[config.mk]
export PLATFORM = sky130hd
export DESIGN_NAME = servo_position_ramp_top
export DESIGN_NICKNAME = d
export VERILOG_FILES = /design/src/design/spr_pkg.sv /design/src/design/servo_position_ramp_top.sv
export SDC_FILE = /design/constraint.sdc
export NUM_CORES = 2
export LEC_CHECK = 0
export ABC_AREA = 1
export BUFFER_PORTS_ARGS = -buffer_cell sky130_fd_sc_hd__buf_2
export CAP_MARGIN = 10
export CORE_MARGIN = 2
export CORE_UTILIZATION = 59
export CTS_CLUSTER_DIAMETER = 200
export DETAILED_ROUTE_END_ITERATION = 7
export HOLD_SLACK_MARGIN = 0.15
export PLACE_DENSITY = 0.8
export SYNTH_ARGS = -nofsm -noshare
export SYNTH_HDL_FRONTEND = slang
export SYNTH_SLANG_ARGS = --single-unit
[constraint.sdc]
create_clock -name clk -period 7.35 [get_ports clk]
set_input_delay 0.3675 -clock clk [delete_from_list [all_inputs] [get_ports clk]]
set_output_delay 0.3675 -clock clk [all_outputs]
set_load 0.02 [all_outputs]
[src/design/spr_pkg.sv]
`default_nettype none

package spr_pkg;

    // Field widths.
    localparam int unsigned POS_W   = 23;
    localparam int unsigned VALUE_W = 25;
    localparam int unsigned SPEED_W = 23;
    localparam int unsigned PULSE_W = 12;
    localparam int unsigned CFG_IDX_W = 2;

    // Position scale: 100 percent in units of 1/65536 percent.
    localparam logic [POS_W-1:0]   POS_FULL  = 23'd6553600;
    // Slowest accepted speed, one percent per second.
    localparam logic [SPEED_W-1:0] SPEED_MIN = 23'd66;

    // Division by 100 as a reciprocal multiply: q = (x * RECIP_100) >> RECIP_SHIFT.
    // Exact for every x below 2^19.
    localparam int unsigned        RECIP_W     = 20;
    localparam logic [RECIP_W-1:0] RECIP_100   = 20'd671089;
    localparam int unsigned        RECIP_SHIFT = 26;

    // Parameter defaults.
    localparam int unsigned DEF_STEP_PERIOD_MS = 10;
    localparam int unsigned DEF_PULSE_BITS     = 12;

    // Register reset values.
    localparam logic [SPEED_W-1:0] SLEW_RESET      = 23'd655;
    localparam logic [PULSE_W-1:0] PULSE_MIN_RESET = 12'd360;
    localparam logic [PULSE_W-1:0] PULSE_MAX_RESET = 12'd2500;

    // Register indexes.
    localparam logic [CFG_IDX_W-1:0] CFG_SLEW_SPEED = 2'd0;
    localparam logic [CFG_IDX_W-1:0] CFG_PULSE_MIN  = 2'd1;
    localparam logic [CFG_IDX_W-1:0] CFG_PULSE_MAX  = 2'd2;

    // Input item kinds.
    typedef enum logic [1:0] {
        KIND_TICK     = 2'd0,
        KIND_MOVE_ABS = 2'd1,
        KIND_MOVE_REL = 2'd2,
        KIND_STOP     = 2'd3
    } kind_t;

    // Clip a signed goal to the 0..100 percent range.
    function automatic logic [POS_W-1:0] clip_goal(input logic signed [VALUE_W:0] g);
        logic [POS_W-1:0] r;
        if (g < 0)
            r = '0;
        else if (g > $signed({{(VALUE_W+1-POS_W){1'b0}}, POS_FULL}))
            r = POS_FULL;
        else
            r = g[POS_W-1:0];
        return r;
    endfunction

endpackage

`default_nettype wire

[src/design/servo_position_ramp_top.sv]
`default_nettype none

// Slew-rate limited servo position ramp. Each transfer on the input stream is a
// millisecond tick (tuser = 0) or a move command: absolute (1), relative (2) or
// stop (3), with the goal or offset in tdata. Every STEP_PERIOD_MS ticks the
// position steps toward the goal by slew_speed * STEP_PERIOD_MS, the drive is
// switched on first and off once the goal is reached, and the pulse width
// pulse_min + (pulse_max - pulse_min) * position / 100 percent is held until the
// next step. Every input item gives exactly one result item. The block takes
// one item per clock cycle while the result stream does not stall, and each
// result passes four registers: the input register, the state update, the
// range times position multiply, and the divide-by-100 reciprocal multiply
// into the result register.
// The user writes registers through the configuration channel only while no items
// are in flight; the block does not enforce it. slew_speed writes below 66 are dropped.
module servo_position_ramp_top
    import spr_pkg::*;
#(
    parameter int unsigned STEP_PERIOD_MS = DEF_STEP_PERIOD_MS,
    parameter int unsigned PULSE_BITS     = DEF_PULSE_BITS
)
(
    input  wire logic                 clk,
    input  wire logic                 rst_n,
    // Configuration writes.
    input  wire logic                 cfg_valid,
    output logic                      cfg_ready,
    input  wire logic [CFG_IDX_W-1:0] cfg_index,
    input  wire logic [SPEED_W-1:0]   cfg_data,
    // Input stream.
    input  wire logic                 s_tvalid,
    output logic                      s_tready,
    input  wire logic [31:0]          s_tdata,  // [24:0] value
    input  wire logic [1:0]           s_tuser,  // [1:0] kind
    // Result stream.
    output logic                      m_tvalid,
    input  wire logic                 m_tready,
    output logic [63:0]               m_tdata   // [11:0] pulse_width, [12] driving,
                                                // [35:13] position_now,
                                                // [58:36] position_goal, [63:59] zero
);

    localparam int unsigned CNT_W  = $clog2(STEP_PERIOD_MS + 1);
    localparam int unsigned MV_W   = SPEED_W + CNT_W;
    localparam int unsigned PROD_W = PULSE_W + POS_W;
    localparam int unsigned QX_W   = PROD_W - 16;
    localparam int unsigned RP_W   = QX_W + RECIP_W;
    localparam logic [CNT_W-1:0] PERIOD = CNT_W'(STEP_PERIOD_MS);
    localparam logic [16:0] PULSE_LIM = 17'((64'd1 << PULSE_BITS) - 64'd1);

    typedef enum logic [1:0] {
        ACT_HOLD,
        ACT_CLEAR,
        ACT_LOAD
    } pulse_act_t;

    // Configuration registers.
    logic [SPEED_W-1:0] slew_reg;
    logic [PULSE_W-1:0] pmin_reg;
    logic [PULSE_W-1:0] pmax_reg;

    // Ramp state.
    logic [POS_W-1:0]   pos_reg,  pos_next;
    logic [POS_W-1:0]   tgt_reg,  tgt_next;
    logic               drv_reg,  drv_next;
    logic [CNT_W-1:0]   cnt_reg,  cnt_next;
    pulse_act_t         act_next;

    // Pipeline stages.
    logic               s1_v_reg;
    kind_t              s1_kind_reg;
    logic [VALUE_W-1:0] s1_value_reg;

    logic               s2_v_reg;
    logic [POS_W-1:0]   s2_pos_reg;
    logic [POS_W-1:0]   s2_tgt_reg;
    logic               s2_drv_reg;
    pulse_act_t         s2_act_reg;

    logic               s3_v_reg;
    logic [QX_W-1:0]    s3_qx_reg;
    logic [POS_W-1:0]   s3_pos_reg;
    logic [POS_W-1:0]   s3_tgt_reg;
    logic               s3_drv_reg;
    pulse_act_t         s3_act_reg;

    logic               out_v_reg;
    logic [PULSE_W-1:0] pulse_reg;
    logic               out_drv_reg;
    logic [POS_W-1:0]   out_pos_reg;
    logic [POS_W-1:0]   out_tgt_reg;

    logic en_out, en3, en2, en1;

    // Stage enables: a stage moves on when it is empty or the next one moves.
    assign en_out   = !out_v_reg || m_tready;
    assign en3      = !s3_v_reg  || en_out;
    assign en2      = !s2_v_reg  || en3;
    assign en1      = !s1_v_reg  || en2;
    assign s_tready = en1;
    assign cfg_ready = 1'b1;

    // Configuration writes; an unknown index is ignored.
    always_ff @(posedge clk or negedge rst_n)
    begin
        if (!rst_n)
        begin
            slew_reg <= SLEW_RESET;
            pmin_reg <= PULSE_MIN_RESET;
            pmax_reg <= PULSE_MAX_RESET;
        end
        else if (cfg_valid)
        begin
            unique case (cfg_index)
                CFG_SLEW_SPEED:
                begin
                    if (cfg_data >= SPEED_MIN)
                        slew_reg <= cfg_data;
                end
                CFG_PULSE_MIN: pmin_reg <= cfg_data[PULSE_W-1:0];
                CFG_PULSE_MAX: pmax_reg <= cfg_data[PULSE_W-1:0];
                default: ;
            endcase
        end
    end

    // Input register; the kind is reset so the state update always sees a known code.
    always_ff @(posedge clk or negedge rst_n)
    begin
        if (!rst_n)
        begin
            s1_v_reg    <= 1'b0;
            s1_kind_reg <= KIND_TICK;
        end
        else if (en1)
        begin
            s1_v_reg <= s_tvalid;
            if (s_tvalid)
                s1_kind_reg <= kind_t'(s_tuser);
        end
    end

    always_ff @(posedge clk)
    begin
        if (en1 && s_tvalid)
        begin
            s1_value_reg <= s_tdata[VALUE_W-1:0];
        end
    end

    // State update for the item in the input register.
    logic [CNT_W-1:0] cnt_inc;
    logic [MV_W-1:0]  mv;
    logic             up;
    logic [POS_W-1:0] gap;
    logic [POS_W-1:0] moved;

    always_comb
    begin
        cnt_inc = cnt_reg + 1'b1;
        mv      = MV_W'(slew_reg) * MV_W'(STEP_PERIOD_MS);
        up      = tgt_reg > pos_reg;
        gap     = up ? (tgt_reg - pos_reg) : (pos_reg - tgt_reg);
        if (mv >= MV_W'(gap))
            moved = tgt_reg;
        else if (up)
            moved = pos_reg + mv[POS_W-1:0];
        else
            moved = pos_reg - mv[POS_W-1:0];

        pos_next = pos_reg;
        tgt_next = tgt_reg;
        drv_next = drv_reg;
        cnt_next = cnt_reg;
        act_next = ACT_HOLD;

        unique case (s1_kind_reg)
            KIND_TICK:
            begin
                if (cnt_inc >= PERIOD)
                begin
                    cnt_next = '0;
                    if (pos_reg == tgt_reg)
                    begin
                        drv_next = 1'b0;
                        act_next = ACT_CLEAR;
                    end
                    else if (!drv_reg)
                    begin
                        drv_next = 1'b1;
                        act_next = ACT_LOAD;
                    end
                    else
                    begin
                        pos_next = moved;
                        act_next = ACT_LOAD;
                    end
                end
                else
                begin
                    cnt_next = cnt_inc;
                end
            end
            KIND_MOVE_ABS:
                tgt_next = clip_goal({s1_value_reg[VALUE_W-1], s1_value_reg});
            KIND_MOVE_REL:
                tgt_next = clip_goal($signed({{(VALUE_W+1-POS_W){1'b0}}, tgt_reg})
                                     + $signed({s1_value_reg[VALUE_W-1], s1_value_reg}));
            KIND_STOP:
                tgt_next = pos_reg;
        endcase
    end

    // State registers and the state stage.
    always_ff @(posedge clk or negedge rst_n)
    begin
        if (!rst_n)
        begin
            pos_reg  <= '0;
            tgt_reg  <= '0;
            drv_reg  <= 1'b0;
            cnt_reg  <= '0;
            s2_v_reg <= 1'b0;
        end
        else if (en2)
        begin
            s2_v_reg <= s1_v_reg;
            if (s1_v_reg)
            begin
                pos_reg <= pos_next;
                tgt_reg <= tgt_next;
                drv_reg <= drv_next;
                cnt_reg <= cnt_next;
            end
        end
    end

    always_ff @(posedge clk)
    begin
        if (en2 && s1_v_reg)
        begin
            s2_pos_reg <= pos_next;
            s2_tgt_reg <= tgt_next;
            s2_drv_reg <= drv_next;
            s2_act_reg <= act_next;
        end
    end

    // Range times position, divided by 65536.
    logic [PULSE_W-1:0] prange;
    logic [PROD_W-1:0]  prod;

    assign prange = (pmax_reg >= pmin_reg) ? (pmax_reg - pmin_reg) : '0;
    assign prod   = PROD_W'(prange) * PROD_W'(s2_pos_reg);

    always_ff @(posedge clk or negedge rst_n)
    begin
        if (!rst_n)
        begin
            s3_v_reg <= 1'b0;
        end
        else if (en3)
        begin
            s3_v_reg <= s2_v_reg;
        end
    end

    always_ff @(posedge clk)
    begin
        if (en3 && s2_v_reg)
        begin
            s3_qx_reg  <= prod[PROD_W-1:16];
            s3_pos_reg <= s2_pos_reg;
            s3_tgt_reg <= s2_tgt_reg;
            s3_drv_reg <= s2_drv_reg;
            s3_act_reg <= s2_act_reg;
        end
    end

    // Divide by 100, add the minimum and saturate.
    logic [RP_W-1:0]    recip_prod;
    logic [16:0]        pulse_sum;
    logic [PULSE_W-1:0] pulse_sat;

    always_comb
    begin
        recip_prod = RP_W'(s3_qx_reg) * RP_W'(RECIP_100);
        pulse_sum  = 17'(pmin_reg) + 17'(recip_prod[RP_W-1:RECIP_SHIFT]);
        if (pulse_sum > PULSE_LIM)
            pulse_sat = PULSE_LIM[PULSE_W-1:0];
        else
            pulse_sat = pulse_sum[PULSE_W-1:0];
    end

    // Result register; the pulse width is held between steps.
    always_ff @(posedge clk or negedge rst_n)
    begin
        if (!rst_n)
        begin
            out_v_reg <= 1'b0;
            pulse_reg <= '0;
        end
        else if (en_out)
        begin
            out_v_reg <= s3_v_reg;
            if (s3_v_reg)
            begin
                unique case (s3_act_reg)
                    ACT_CLEAR: pulse_reg <= '0;
                    ACT_LOAD:  pulse_reg <= pulse_sat;
                    default:   pulse_reg <= pulse_reg;
                endcase
            end
        end
    end

    always_ff @(posedge clk)
    begin
        if (en_out && s3_v_reg)
        begin
            out_drv_reg <= s3_drv_reg;
            out_pos_reg <= s3_pos_reg;
            out_tgt_reg <= s3_tgt_reg;
        end
    end

    assign m_tvalid = out_v_reg;
    assign m_tdata  = {5'd0, out_tgt_reg, out_pos_reg, out_drv_reg, pulse_reg};

    // The goal never leaves the 0..100 percent range.
    a_goal_in_range: assert property (@(posedge clk) disable iff (!rst_n)
        tgt_reg <= POS_FULL)
        else $error("goal position out of range");

    // The tick counter always wraps before reaching the step period.
    a_cnt_below_period: assert property (@(posedge clk) disable iff (!rst_n)
        cnt_reg < PERIOD)
        else $error("tick counter reached the step period");

    // A result with the drive off carries no pulse.
    a_off_no_pulse: assert property (@(posedge clk) disable iff (!rst_n)
        (out_v_reg && !out_drv_reg) |-> (pulse_reg == '0))
        else $error("pulse width nonzero while drive is off");

    // The position only changes while the drive is on.
    a_move_needs_drive: assert property (@(posedge clk) disable iff (!rst_n)
        (pos_reg != $past(pos_reg)) |-> $past(drv_reg))
        else $error("position moved with the drive off");

endmodule

`default_nettype wire

==> flow_metrics.env <==
export IMPL_drc=0
export IMPL_fmax_mhz=141.7
export IMPL_drv_cap=0
export IMPL_start_util=0.5977
export IMPL_finalNetCount=5439
export IMPL_cts_buffers_inserted=35
export IMPL_cts_root_buf="clkbuf_16"
export IMPL_clk_pin_slew_worst_paths_ps=60
export IMPL_largest_register_ffs=25
export IMPL_yosysMostFrequentCell="nand2_1"
export IMPL_via_per_inst=5.588
export IMPL_n_fill_cell=5027
export IMPL_synth_mux_area_frac=0.002908
export IMPL_final_hold_viol_count=0
export IMPL_dpl_cell_area_um2=37720
export IMPL_syn_to_final_growth_pct=9.981
export IMPL_ff2ff_path_depth=32
export IMPL_status="finished clean"
export IMPL_io_pins=131
export IMPL_worst_path_max_fanout=11
export IMPL_path_class="flop to flop"
export IMPL_setup_violations=0
export IMPL_crit_arrival_ps=7370
export IMPL_syn_area_per_cell_um2=8.136
export IMPL_synth_top_family_by_area="adder cells"
export IMPL_drtPass1Iterations=8
export IMPL_timing_setup_tns_ps=0
export IMPL_utilization=0.6573
export IMPL_ys_top_cells_by_area="fa_1, edfxtp_1, ha_1"
export IMPL_yosys_area_share_simple=0.2090
export IMPL_vias=30321
export IMPL_hp_class="input pin to flop"
export IMPL_crit_path_max_incr_delay_ps=590
export IMPL_slew_violations=0
export IMPL_clock_path_buffers=3
export IMPL_die_h_um=251.5
export IMPL_relSlewSlack=0.3242
export IMPL_row_count=90
export IMPL_antenna_found_initial=2
export IMPL_start_kind="flop"
export IMPL_yosysUniqueCellTypes=68
export IMPL_post_drt_wl_per_cell_um=18.26
export IMPL_grt_pass1_wl_um=156100
export IMPL_synth_compound_area_frac=0.08693
export IMPL_fin_area_um2=39750
export IMPL_synthTopCellsByCount="nand2_1, inv_1, ha_1"
export IMPL_worstPathRequired_ps=7660
export IMPL_grt_pass1_vias=29700
export IMPL_synth_largest_area_cell="fa_1"
export IMPL_grt_overflow_total=0
export IMPL_ant_nets=0
export IMPL_synthCells=4442
export IMPL_drt_wl_total_um=99090
export IMPL_drtIter0Drc=2525
export IMPL_crit_slowest_cell="dfstp_2"
export IMPL_synthXorXnorAreaFrac=0.02593
export IMPL_dieArea_um2=63250
export IMPL_crit_top_cell="nand2_1"
export IMPL_final_layout_size_suffix_gt1_frac=0.09950
export IMPL_yosys_area_share_adder=0.3333
export IMPL_grt_max_degree=79
export IMPL_syn_cell_area_um2=36140
export IMPL_dpl_hpwl_um=79120
export IMPL_numPortBuffers=117
export IMPL_htreeDepth=2
export IMPL_synth_async_sr_flop_share=0.3803
export IMPL_yosysTopAreaCellShare=0.1889
export IMPL_fp_dieW_um=251.5
export IMPL_synth_ff_type="edfxtp_1"
export IMPL_min_period_ps=7056
export IMPL_clkLatencyLatePin_ps=570
export IMPL_yosysSeqAreaShare=0.2379
export IMPL_cts_sinks=305
export IMPL_gp_congestion=0.9960
export IMPL_core_area_um2=60470
export IMPL_worst_pin_slew_ps=1014
export IMPL_cts_tree="done"
export IMPL_placed_cells=5303
export IMPL_synth_edff_count=189
export IMPL_yosysWarnings=0
export IMPL_layoutNonFillerInstCount=5426
export IMPL_fin_crit_sh=0.9600
export IMPL_skew_ps=30.85
export IMPL_grt_util_all_layers=0.3124
export IMPL_cp_end_kind="flop"
export IMPL_whs_path_depth=3
export IMPL_synth_seq_cells=305
-- cells by family after synthesis --
group,Yosys count
adders and majority gates,758
AOI/OAI and AO/OA,529
xor gates and xnor gates,107
DFF,305
other,2
muxes,10
and+or+nand+nor,1759
buffers and inverters,972
-- layout make-up --
cell class	count	area, um2	share of cell area
Inverter	867	3264	0.08213
Antenna cell	1	2.502	0.00006296
Multi-Input combinational cell	3170	24160	0.6078
Sequential cell	305	8598	0.2163
Timing Repair inverter	1	7.507	0.0001889
Clock buffer	45	934.6	0.02351
Tap cell	782	978.4	0.02462
Clock inverter	18	158.9	0.003998
Timing Repair Buffer	237	1644	0.04136
-- layout by cell type (no fill, tap or decap), types with 10 or more instances in the layout --
master         count
nor3_1            21
or2_2             10
o21bai_1          12
a21o_1            14
nand4_1           92
dfrtp_1          100
o211ai_1          18
xor2_1            75
nand2_2           37
nand3_1          128
buf_2            116
a31oi_1           17
xnor2_1           29
a21oi_2           17
o21a_1            13
a21boi_1          10
nand2_1         1080
fa_1             335
dlygate4sd3_1     42
ha_4              10
nor2_1           294
clkbuf_16         37
nor4_1            15
o21ai_1           10
ha_1             399
buf_4             74
nor2_2            16
nand3b_1          21
inv_1            853
dfstp_2           15
edfxtp_1         189
o211ai_2          17
nand3_2           22
a21oi_1          208
o21ai_0          142
-- timing repair --
item,4_1_cts,5_1_grt
gates cloned,0,3
hold buffers,42,0
buffers inserted,0,14
gates resized for setup,1,84
hold endpoints to repair,84,0
setup endpoints to repair,12,31
pin swaps,0,19
-- critical path, delay by kind of cell, from the launching register on --
family          cells  cell delay, ps
compound gates      7            1270
xor+xnor            1             160
fa+ha+maj           7            3280
buf+inv             6             510
flops               1             590
simple gates       11            1000
-- routing by layer --
layer / wire, um / up-vias / global-route usage
met1: 41060 / 14502 / 0.4096
li1: - / 14472 / -
met3: 6259 / 234 / 0.04178
met5: 15 / - / 0
met4: 3503 / 2 / 0.09388
met2: 48250 / 1111 / 0.5405
-- metrics by stage --
step | hold slack (ps) | setup WS (ps)
after floorplan | 71.91 | 447.2
after global placement | 400.9 | 3.216
after detailed placement | 404.5 | -73.49
after CTS | 152.2 | 49.55
after global routing | 175.8 | -67.74
final | 166.1 | 294.2
-- path summary, 6_finish.rpt --
check | end | startpoint | slack, ps
worst max-delay path | s3_qx_reg[15] | pmin_reg[3] | 290
worst min-delay path | pmax_reg[8] | cfg_data[8] | 170
worst max register to register | s3_qx_reg[15] | pmin_reg[3] | 290
worst min register to register | out_pos_reg[15] | s3_pos_reg[15] | 420
max in group asynchronous | pmin_reg[1] | rst_n | 5550
min in group asynchronous | slew_reg[18] | rst_n | 370
Power is not shown: default switching activity piles up to over one toggle a cycle in this logic, so the estimate is an artifact.
